### src/sv/glmf_ram.sv
module glmf_ram #(
  parameter int WIDTH = 16,
  parameter int DEPTH = 256
) (
  input  logic                     clk,
  input  logic                     we,
  input  logic [$clog2(DEPTH)-1:0] waddr,
  input  logic [WIDTH-1:0]         wdata,
  input  logic                     re,
  input  logic [$clog2(DEPTH)-1:0] raddr,
  output logic [WIDTH-1:0]         rdata
);

  logic [WIDTH-1:0] mem_r [DEPTH];

  always_ff @(posedge clk) begin
    if (we) begin
      mem_r[waddr] <= wdata;
    end
    if (re) begin
      rdata <= mem_r[raddr];
    end
  end

endmodule

### config.mk
export PLATFORM = sky130hd
export DESIGN_NAME = glmf_ram
export DESIGN_NICKNAME = d
export VERILOG_FILES = /design/src/sv/glmf_ram.sv
export SDC_FILE = /design/constraint.sdc
export NUM_CORES = 2
export LEC_CHECK = 0
export ABC_CLOCK_PERIOD_IN_PS = 2900
export BUFFER_PORTS_ARGS = -buffer_cell sky130_fd_sc_hd__buf_2
export CORE_MARGIN = 2
export CORE_UTILIZATION = 55
export CTS_CLUSTER_SIZE = 12
export DETAILED_ROUTE_END_ITERATION = 8
export GPL_TIMING_DRIVEN = 1
export PLACE_DENSITY_LB_ADDON = 0.2
export SLEW_MARGIN = 0
export SYNTH_ARGS = -nofsm -noshare
export SYNTH_HDL_FRONTEND = slang
export SYNTH_SLANG_ARGS = --single-unit
### constraint.sdc
create_clock -name clk -period 2.9 [get_ports clk]
set_input_delay 0.58 -clock clk [delete_from_list [all_inputs] [get_ports clk]]
set_output_delay 0.58 -clock clk [all_outputs]
set_load 0.01 [all_outputs]
==> out/qor.yml <==
global_route:
  grt_pass1_wl_um: 594000
  grt_pass1_vias: 80613
  antenna_found_initial: 21
  grt_util_all_layers_pct: 28.6
  grt_overflow: 0
  grt_max_degree: 106
logic_synthesis:
  syn_nets: 7395
  synth_cell_types: 51
  ys_top_cells_by_area: "edfxtp_1 (78%), mux4_2 (11%), mux2i_1 (3.6%)"
  synth.cell_area_um2: 159000
  synth_seq_cells: 4112
  yosys_warnings: 0
  yosys.area.top_type: "edfxtp_1"
  synthCells: 7360
  syn_area_per_cell_um2: 21.6
  netlist.area_leader.share_pct: 77.7
  ys_seq_area_share_pct: 77.7
timing:
  tightest_slew_ps: 1090
  fin_crit_sh_pct: 100
  fin_skew_ps: 60.4
  period_minus_slack_ps: 2900
  slew_violations: 0
  setup_ws_ps: -3.83
  max_slew_margin_pct: 27.0
  final-setup-viol-count: 1
  rsz0062_at_grt: "yes"
  finalHoldViolCount: 0
  whs_ps: 51.9
  max_freq_mhz: 344
detailed_routing:
  drc_errors: 0
  postRouteAntennaNets: 0
  routed_wl_um: 419000
  num_vias: 81729
  drtPass1Iterations: 6
  drt_iter0_drc: 11817
  routedWlPerCell_um: 33.7
  vias_per_cell: 6.56
clocking:
  clock-sinks: 4112
  clockBufferDepth: 4
  clk_pin_slew_worst_paths_ps: 60
  cts_tree: "done"
  cts_setup_buffers: 0
  h-tree-depth: 5
  insertion_delay_ps: 970
  cts_root_buffer: "clkbuf_16"
  numCtsBuffers: 415
finish:
  area_delta_synth_final_pct: 15.9
  layout_common_cells: "edfxtp_1 (4112), buf_4 (823), mux4_2 (797)"
  drive_above_1_share_pct: 29.1
  final_common_cell: "edfxtp_1"
  fillers: 18706
  nNetsFinal: 8434
outcome:
  violations: "setup timing"
  status: "complete, but fails checks"
power:
  p_int_mw: 95.2
  combPwrFrac_pct: 5.7
  ir_drop_mv: 0.564
  p_sw_mw: 26.3
  p_total_mw: 121
  p_per_area_nw_per_um2: 660
  p_leak_nw: 59.7
  swShare_pct: 21.6
  clkPwrFrac_pct: 40.2
  p_seq_share_pct: 54.1
setup_path:
  startpoint_type: "input pin"
  end_kind: "flop"
  slowest_delay_ps: 820
  critPathRequiredTime_ps: 3650
  path_class: "input pin to flop"
  path_cells: "buf_12 -> buf_12 -> buf_12 -> buf_4 -> mux2i_1 -> o221ai_1 -> o22ai_1 -> o31ai_2 -> o32ai_4 -> buf_4 -> nor4_1"
  startpoint: "raddr[0]"
  path_max_fanout: 16
  worstPathArrival_ps: 3660
  cp_top_family: "compound AO/OA/AOI/OAI gates"
  r2r_start: "mem_r[3][2]$_DFFE_PP_"
  cp_slowest_cell: "o31ai_2"
  path_buf_inv: 5
  crit_top_cell: "buf_12"
placed_design:
  port_buffers: 50
  hpwlAfterDp_um: 263000
  dp_slack_ps: -1360
  gp_congestion: 0.926
floorplan:
  num_io_pins: 51
  dieHeight_um: 541
  rows: 197
  die_w_um: 541
  initial_core_util_pct: 55.2
  core-area_um2: 288000
  die-area_um2: 293000
worst_hold_path:
  min_path_type: "input pin to flop"
  min_from: "wdata[3]"
run:
  cap_viol_max_count: 0
==> power groups by stage <==
stage	clock network [mW]	logic (mW)	registers, mW
6_report	48.8	6.95	65.6
5_1_grt	51.6	7.22	65.6
4_1_cts	49.4	6.90	65.6
3_5_place_dp	0	6.86	66.9
3_3_place_gp	0	6.74	66.9
2_1_floorplan	0	3.23	66.9
==> area by class of cell <==
| class | instances | area (µm²) | area share [%] |
|---|---|---|---|
| sequential | 4112 | 123000 | 67.1 |
| timing repair buffer | 1074 | 10600 | 5.77 |
| tap | 3781 | 4730 | 2.57 |
| multi-input combinational | 2792 | 33000 | 17.9 |
| antenna | 10 | 25.0 | 0.0136 |
| inverter | 4 | 27.5 | 0.0150 |
| clock inverter | 164 | 1430 | 0.776 |
| clock buffer | 518 | 10800 | 5.85 |
==> synth_stat cells, drive strengths merged <==
cell	number
nand2b	3
clkbuf	230
nand4b	3
a2111oi	6
a21o	2
o22ai	148
or3b	1
a211oi	18
mux2	88
a221oi	28
a31oi	6
nor2	304
buf	222
o32ai	21
nand3	35
o31ai	16
nand4	26
a21oi	175
nor3	92
o21ai	38
nand2	38
and3	11
or2	5
or3	2
mux2i	565
a22o	32
o221ai	253
nor2b	9
nand3b	1
a22oi	43
nor4	18
and2	2
or4b	1
nor3b	1
nor4bb	2
and4	2
edfxtp	4112
mux4	797
inv	4
==> kinds of logic after synthesis <==
| family | count (synthesis) | share of synthesized area, % |
|---|---|---|
| flip-flops | 4112 | 77.7 |
| multiplexers | 1450 | 15.5 |
| buffers and inverters | 456 | 1.69 |
| AO/OA/AOI/OAI | 786 | 3.53 |
| AND/OR/NAND/NOR | 556 | 1.57 |
==> timing repair <==
| action | CTS | global route |
|---|---|---|
| hold endpoints to repair | 26 | 0 |
| setup endpoints to repair | 11 | 5 |
| hold buffers | 2 | 0 |
| resized for setup | 14 | 6 |
| pin swaps | 0 | 0 |
==> path summary, 6_finish.rpt <==
kind	slack, ps	cells past startpoint	endpoint
setup reg to reg	40	8	rdata[2]$_DFFE_PP_
hold reg to reg	1210	6	rdata[6]$_DFFE_PP_
setup / recovery	-4	11	rdata[7]$_DFFE_PP_
hold / removal	50	1	mem_r[246][3]$_DFFE_PP_
==> metrics by stage <==
step / instance area, µm² / utilization, % / setup TNS [ps] / instances
CTS: 184000 / 64.0 / 0 / 12445
detailed placement: 172000 / 59.7 / -16030 / 11761
global placement: 172000 / 59.7 / -16140 / 11761
floorplan: 159000 / - / 0 / 7360
finish: 184000 / 64.0 / -3.83 / 12455
global route: 184000 / 64.0 / -91.5 / 12448
==> registers in the layout (all words and copies together), names as in the netlist <==
register  flops
rdata        16
mem_r      4096
==> metal layers <==
metal	part of all wire (%)	vias to the layer above	track usage (%)
li1	-	33351	-
met3	11	716	5.96
met1	38	43198	40.6
met2	47	4462	44.3
met5	0.0043	-	0
met4	4.0	2	10.5
Power figures use the tool's default switching activity.
