--- src/sv/glmf_pkg.sv ---
package glmf_pkg;

  localparam int CFG_W     = 9;
  localparam int CFG_IDX_W = 1;

  localparam logic [CFG_IDX_W-1:0] CFG_ROW_COUNT = 1'b0;
  localparam logic [CFG_IDX_W-1:0] CFG_COL_COUNT = 1'b1;

  localparam logic [CFG_W-1:0] COUNT_RESET = 9'd256;

  localparam int PEAK_W  = 8;
  localparam int Q_DEPTH = 8;

  typedef struct packed {
    logic [PEAK_W-1:0] row;
    logic [PEAK_W-1:0] col;
    logic              last;
  } peak_t;

  typedef struct packed {
    logic  en0;
    logic  en1;
    peak_t w0;
    peak_t w1;
  } push_t;

endpackage

--- src/sv/glmf_queue.sv ---
module glmf_queue #(
  parameter int DEPTH = 8
) (
  input  logic                       clk,
  input  logic                       rst_n,
  input  glmf_pkg::push_t            push,
  input  logic                       pop,
  output glmf_pkg::peak_t            head,
  output logic                       nonempty,
  output logic [$clog2(DEPTH+1)-1:0] level
);
  import glmf_pkg::*;

  localparam int AW = $clog2(DEPTH);
  localparam int LW = $clog2(DEPTH + 1);

  peak_t          mem_r [DEPTH];
  logic [AW-1:0]  head_r;
  logic [AW-1:0]  tail_r;
  logic [LW-1:0]  level_r;
  logic [AW-1:0]  tail_1;
  logic [AW-1:0]  tail_nxt;
  logic [LW-1:0]  level_nxt;

  function automatic logic [AW-1:0] inc(input logic [AW-1:0] p);
    logic [AW-1:0] q;
    if (p == AW'(DEPTH - 1)) begin
      q = '0;
    end else begin
      q = p + AW'(1);
    end
    return q;
  endfunction

  always_comb begin
    tail_1 = inc(tail_r);
    if (push.en1) begin
      tail_nxt = inc(tail_1);
    end else if (push.en0) begin
      tail_nxt = tail_1;
    end else begin
      tail_nxt = tail_r;
    end
    level_nxt = level_r + LW'(push.en0) + LW'(push.en1) - LW'(pop);
  end

  always_ff @(posedge clk) begin
    if (push.en0) begin
      mem_r[tail_r] <= push.w0;
    end
    if (push.en1) begin
      mem_r[tail_1] <= push.w1;
    end
  end

  always_ff @(posedge clk) begin
    if (!rst_n) begin
      head_r  <= '0;
      tail_r  <= '0;
      level_r <= '0;
    end else begin
      tail_r  <= tail_nxt;
      level_r <= level_nxt;
      if (pop) begin
        head_r <= inc(head_r);
      end
    end
  end

  assign head     = mem_r[head_r];
  assign nonempty = (level_r != '0);
  assign level    = level_r;

endmodule

--- config.mk ---
export PLATFORM = sky130hd
export DESIGN_NAME = glmf_queue
export DESIGN_NICKNAME = d
export VERILOG_FILES = /design/src/sv/glmf_pkg.sv /design/src/sv/glmf_queue.sv
export SDC_FILE = /design/constraint.sdc
export NUM_CORES = 1
export LEC_CHECK = 0
export BUFFER_PORTS_ARGS = -buffer_cell sky130_fd_sc_hd__buf_2
export CORE_MARGIN = 2
export CORE_UTILIZATION = 60
export CTS_CLUSTER_SIZE = 24
export DETAILED_ROUTE_END_ITERATION = 8
export GPL_ROUTABILITY_DRIVEN = 0
export PLACE_DENSITY = 0.78
export SETUP_SLACK_MARGIN = 0.5
export SKIP_CTS_REPAIR_TIMING = 1
export SYNTH_ARGS = -nofsm -noshare
export SYNTH_HDL_FRONTEND = slang
export SYNTH_SLANG_ARGS = --single-unit
--- constraint.sdc ---
create_clock -name clk -period 3.1 [get_ports clk]
set_clock_uncertainty 0.05 [all_clocks]
set_input_delay 0.155 -clock clk [delete_from_list [all_inputs] [get_ports clk]]
set_output_delay 0.155 -clock clk [all_outputs]
set_load 0.01 [all_outputs]
==> impl_metrics.toml, run 1 <==
[clock_tree]
clock_sinks = 149
clock_path_buffers = 2
cts_tree = "done"
clk_pin_slew_ps = 60
cts_inserted_buffers = 17
root_buffer = "clkbuf_16"
htreeDepth = 4
insertion_delay_ps = 430

[global_routing]
grt_pass1_wl_mm = 24.87
antenna_found_initial = 0
grt_pass1_vias = 4340
grt_start_max_net_pins = 35
grt-ovfl-total = 0
grt_usage_pct = 26.08

[yosys]
syn_area_mm2 = 0.007615
ys_seq_area_share_pct = 57.05
yosysWarningCount = 0
syn_area_per_cell_um2 = 17.23
syn_inst = 442
ys_ff_latch = 149
syn-num-nets = 493
synth.distinct_cells = 41
synth_flop_cell = "edfxtp_1"
synth-edff-count = 136
ys_async_sr_fraction_pct = 0

[timing]
finalSetupTns_ps = 0
finalHoldViolCount = 0
setup_viol = 0
finalMaxSlewViolations = 0
period_share_pct = 81.22
min_period_ps = 2518
whs_ps = 16.27
clock.fmax_mhz = 397.2
finalWorstSetupSlack_ps = 582.2
tightest_slew_ps = 1238
rsz0062_at_grt = "false"
relSlewSlack_pct = 17.44

[placement]
place_ws_ps = 297.6
dp_hpwl_mm = 10.62
numPortBuffers = 60

[power]
switching_share_pct = 24.19
pwr-share-seq_pct = 46.7
p_sw_mw = 1.264
power.density_mw_per_mm2 = 596.7
power_frac_comb_pct = 16.5
clockPowerShare_pct = 36.8
p_int_mw = 3.961
p_leak_nw = 3.075
irDropWorstVdd_mv = 0.5136

[final_layout]
drive_gt1_share_pct = 59.20
final_cell_mix = "mux2_2, edfxtp_1, buf_2, mux4_2, clkbuf_16"
diodes = 0
fin_nets = 565
synthToLayoutAreaGrowth_pct = 14.99
final_common_cell = "mux2_2"

[setup_path]
crit_type = "flip-flop to flip-flop"
critPathTopFamily = "adder cells"
startpoint_type = "flip-flop"
reg2regPathDepth = 7
crit_required_ps = 3220
cp_slowest_cell = "dfxtp_2"
path_cells = "ha_1 -> ha_1 -> o21ai_2 -> nor3b_2 -> buf_4 -> buf_4 -> mux2_2"
critPathCaptureType = "flip-flop"
cpPeakStageDelay_ps = 480
path_depth = 7
cp.arrival_ps = 2640
cp_max_fo = 11
crit_buf_inv = 2

[detailed_routing]
wl_mm = 16.52
vias = 4273
avgRoutedWirePerCell_um = 23.64
dr.pass1.iters = 5
antenna_left = 0
first_iter_violations = 326
vias_per_cell = 6.113
drcViolationCount = 0

[floorplanning]
start_util_pct = 60.84
pin_count = 61
placeableCoreArea_mm2 = 0.01252
die_w_um = 116.7
fp-row-count = 41
die_h_um = 116.7
design.die.area_mm2 = 0.01361

[flow_run]
drv_cap = 0

[worst_hold_path]
hold_path_class = "primary input to flip-flop"
holdPathStages = 3

[outcome]
status = "finished clean"
-- power by group through the flow --
stage | Combinational (mW) | Sequential (mW) | Clock, mW
6_report | 0.862 | 2.44 | 1.92
5_1_grt | 0.937 | 2.45 | 2.03
4_1_cts | 0.866 | 2.44 | 1.95
3_5_place_dp | 0.859 | 2.48 | 0
3_3_place_gp | 0.826 | 2.48 | 0
2_1_floorplan | 0.576 | 2.46 | 0
-- cells in the mapped netlist (2+ instances only) --
master / n / area, µm²
a21boi_0: 2 / 15.01
a21o_1: 2 / 15.01
a21oi_1: 2 / 10.01
and2_1: 3 / 18.77
buf_2: 11 / 55.05
buf_4: 4 / 30.03
buf_6: 3 / 33.78
clkbuf_1: 6 / 22.52
dfxtp_1: 13 / 260.3
edfxtp_1: 136 / 4084
fa_1: 2 / 40.04
ha_1: 10 / 125.1
inv_1: 11 / 41.29
mux2_2: 143 / 1610
mux2_4: 9 / 135.1
mux2i_1: 4 / 40.04
mux4_2: 34 / 765.7
nand2_1: 7 / 26.28
nand2_2: 2 / 12.51
nand2b_1: 3 / 18.77
nor2_1: 3 / 11.26
nor2b_1: 6 / 37.54
nor3b_1: 2 / 15.01
o21ai_0: 4 / 20.02
o21bai_1: 3 / 22.52
o31ai_1: 2 / 15.01
-- layer usage --
| layer | vias to the layer above | routed length, µm | share of wire (%) | GRT usage, % |
|---|---|---|---|---|
| met5 | - | 0 | 0 | 0 |
| met4 | 0 | 231 | 1.4 | 8.235 |
| met3 | 20 | 947 | 5.7 | 7.888 |
| met2 | 140 | 8689 | 53 | 44.19 |
| met1 | 2197 | 6652 | 40 | 32.51 |
| li1 | 1916 | - | - | - |
-- per-stage QoR --
step                      power, mW  util [%]  instances  cell area [µm²]
after floorplan               3.036         -        442             7615
after global placement        3.302     65.55        667             8205
after detailed placement      3.342     65.55        667             8205
after CTS                     5.261     69.91        699             8751
after global routing          5.420     69.95        699             8756
final                         5.225     69.95        699             8756
-- worst reg2reg max path: cells and delay by family, from the launching register on --
kind	cells	cell delay, ps
buffers and inverters	2	480
DFF	1	480
and+or+nand+nor	1	210
AOI/OAI and AO/OA	1	140
adders and majority gates	2	530
muxes	1	380
-- flip-flops by register name (all words and copies together) (netlist names), named ones only --
signal / cells
tail_r: 3
level: 4
head_r: 3
mem_r: 136
-- layout make-up --
class | count | area (µm²)
Timing Repair Buffer | 78 | 473.0
Inverter | 11 | 41.29
Clock buffer | 17 | 425.4
Clock inverter | 15 | 120.1
Multi-Input combinational cell | 257 | 3133
Sequential cell | 149 | 4348
Tap cell | 172 | 215.2
Fill cell | 876 | 3761
-- cells by family (layout without fill, tap and decap cells) --
kind of cell / count (synthesis) / count (layout) / share of synthesized area, %
AOI/OAI and AO/OA: 19 / 19 / 1.807
DFF: 149 / 149 / 57.05
muxes: 191 / 191 / 33.65
xor gates and xnor gates: 1 / 1 / 0.1150
adders and majority gates: 12 / 12 / 2.169
buffers and inverters: 36 / 121 / 2.448
and+or+nand+nor: 34 / 34 / 2.761
-- path summary, 6_finish.rpt --
check        slack (ps)              startpoint                endpoint
max                 580  tail_r[0]$_SDFFE_PN0P_  mem_r[6][16]$_DFFE_PP_
min                  20                   rst_n  tail_r[1]$_SDFFE_PN0P_
max reg2reg         580  tail_r[0]$_SDFFE_PN0P_  mem_r[6][16]$_DFFE_PP_
min reg2reg         510  head_r[2]$_SDFFE_PN0P_               flip-flop
Power figures use the tool's default switching activity.
==> inputs of run 2 (changes only) <==
ABC_AREA = 1   (was not set)
CORE_UTILIZATION = 55   (was 60)
PLACE_DENSITY = 0.75   (was 0.78)
clock period = 2.1 ns   (was 3.1 ns; I/O delays follow)
==> impl_metrics.toml, run 2 <==
[yosys]
syn-num-nets = 1088
synth.distinct_cells = 27
synth-edff-count = 136
syn_area_per_cell_um2 = 8.234
ys_async_sr_fraction_pct = 0
synth_top_cells_by_count = "nand2_1, inv_1, edfxtp_1"
post-synth-top-count-cell = "nand2_1"
syn_inst = 1037
syn_area_mm2 = 0.008538
synth_top_area_share_pct = 47.83
yosys.area.top_type = "edfxtp_1"
yosysWarningCount = 0
ys_ff_latch = 149
synthTopCellsByArea = "edfxtp_1, nand2_1, inv_1"
synth_flop_cell = "edfxtp_1"
ys_seq_area_share_pct = 50.88

[floorplanning]
placeableCoreArea_mm2 = 0.01520
design.die.area_mm2 = 0.01654
pin_count = 61
start_util_pct = 56.16
die_h_um = 128.6
die_w_um = 128.6
fp-row-count = 45

[detailed_routing]
antenna_left = 0
vias = 7864
vias_per_cell = 5.949
wl_mm = 29.49
drcViolationCount = 0
avgRoutedWirePerCell_um = 22.31
dr.pass1.iters = 6
first_iter_violations = 1162

[timing]
relSlewSlack_pct = 63.45
min_period_ps = 2012
period_share_pct = 95.79
finalWorstSetupSlack_ps = 88.46
finalMaxSlewViolations = 0
clock.fmax_mhz = 497.1
finalHoldViolCount = 2
tightest_slew_ps = 546.3
whs_ps = -23.90
setup_viol = 0
finalSetupTns_ps = 0
rsz0062_at_grt = "true"

[setup_path]
path_cells = "buf_12 -> buf_6 -> nand2_1 -> nand3_1 -> nand2_1 -> nand2_1 -> nand2_2 -> buf_2"
crit_type = "flip-flop to output pin"
r2r-start = "tail_r[0]$_SDFFE_PN0P_"
startpoint_type = "flip-flop"
regToRegSetupSlack_ps = 230
reg2reg_to = "mem_r[6][16]$_DFFE_PP_"
crit_top_cell = "nand2_1"
reg2regPathDepth = 7
critPathCaptureType = "output pin"
cp.arrival_ps = 1860
crit_required_ps = 1950
cpPeakStageDelay_ps = 410
cp_slowest_cell = "dfxtp_4"
cp_max_fo = 8

[worst_hold_path]
min_from = "push[35]"
min_to = "tail_r[1]$_SDFFE_PN0P_"
hold_path_class = "primary input to flip-flop"
holdPathStages = 4

[final_layout]
fin_util_pct = 71.35
diodes = 0
drive_gt1_share_pct = 24.60
final_cell_mix = "nand2_1, inv_1, edfxtp_1, o21ai_1, nand3_1"
top_register = "mem_r"
final_common_cell = "nand2_1"
fin_nets = 1174
stdcell_count = 1322
largest_reg_flops = 136
synthToLayoutAreaGrowth_pct = 27.04

[global_routing]
grt_pass1_vias = 6313
antenna_found_initial = 0
grt_pass1_wl_mm = 32.30
grt_usage_pct = 25.77
grt_start_max_net_pins = 69
grt-ovfl-total = 0

[power]
power.density_mw_per_mm2 = 776.9
irDropWorstVdd_mv = 0.5656
p_leak_nw = 5.220

[outcome]
status = "finished with violations"
failed_checks = "hold timing"

[placement]
numPortBuffers = 60
dp_hpwl_mm = 12.61
dp_cells = 1241
place_ws_ps = 213.1

[clock_tree]
clock_sinks = 149
root_buffer = "clkbuf_16"
insertion_delay_ps = 440
htreeDepth = 4
cts_tree = "done"
clk_pin_slew_ps = 60
cts_inserted_buffers = 17
clock_path_buffers = 2

[flow_run]
drv_cap = 0
run 2: power breakdown:
group	switching [mW]	total, mW	internal [mW]
Clock	1.19	2.79	1.60
Sequential	0.0947	3.60	3.50
Combinational	1.28	2.04	0.764
Total	2.57	8.43	5.86
run 2: how the worst max path moves through the flow:
stage | depth (start not counted) | start | slack [ps] | endpoint
finish | 8 | flip-flop | 90 | head[6]
global route | 8 | flip-flop | 90 | head[6]
CTS | 7 | flip-flop | 150 | head[14]
detailed placement | 9 | tail_r[1]$_SDFFE_PN0P_ | 210 | mem_r[3][16]$_DFFE_PP_
global placement | 7 | tail_r[1]$_SDFFE_PN0P_ | 230 | mem_r[3][16]$_DFFE_PP_
floorplan | 6 | tail_r[1]$_SDFFE_PN0P_ | 310 | mem_r[0][0]$_DFFE_PP_
run 2: through the flow:
| step | hold slack [ps] | instance area, µm² | total power, mW |
|---|---|---|---|
| after detailed placement | 337.8 | 9035 | 5.152 |
| after global routing | 19.78 | 10850 | 8.665 |
| final | -23.90 | 10850 | 8.427 |
| after CTS | -108.5 | 9542 | 7.831 |
| after global placement | 332.8 | 9035 | 5.105 |
| after floorplan | 148.5 | 8720 | 4.720 |
run 2: layout make-up:
| cell class | count | area [µm²] |
|---|---|---|
| inverters | 178 | 685.7 |
| repair buffers | 130 | 1559 |
| clock buffers | 23 | 447.9 |
| flip-flops and latches | 149 | 4360 |
| multi-input cells | 647 | 3500 |
| well taps | 188 | 235.2 |
| fillers | 989 | 4355 |
| clock inverters | 7 | 58.81 |
run 2: critical path, delay by kind of cell (launching register included):
family | cells | cell delay [ps]
buf+inv | 3 | 520
simple gates | 5 | 470
flops | 1 | 410
run 2: cells by family (layout without fill, tap and decap cells):
| family | after synthesis | in the layout | synth area share (%) |
|---|---|---|---|
| xor gates and xnor gates | 1 | 1 | 0.1026 |
| AOI/OAI and AO/OA | 153 | 156 | 10.54 |
| buffers and inverters | 244 | 338 | 13.22 |
| adders and majority gates | 12 | 12 | 1.934 |
| and+or+nand+nor | 478 | 478 | 23.33 |
| DFF | 149 | 149 | 50.88 |
run 2: layer usage:
layer  track usage [%]  up-vias  wire [µm]
met1             33.41     3578       9757
met4             9.783        2       2327
met2             43.12      613      13390
met3             5.198      193       3949
met5                 0        -         67
li1                  -     3478          -
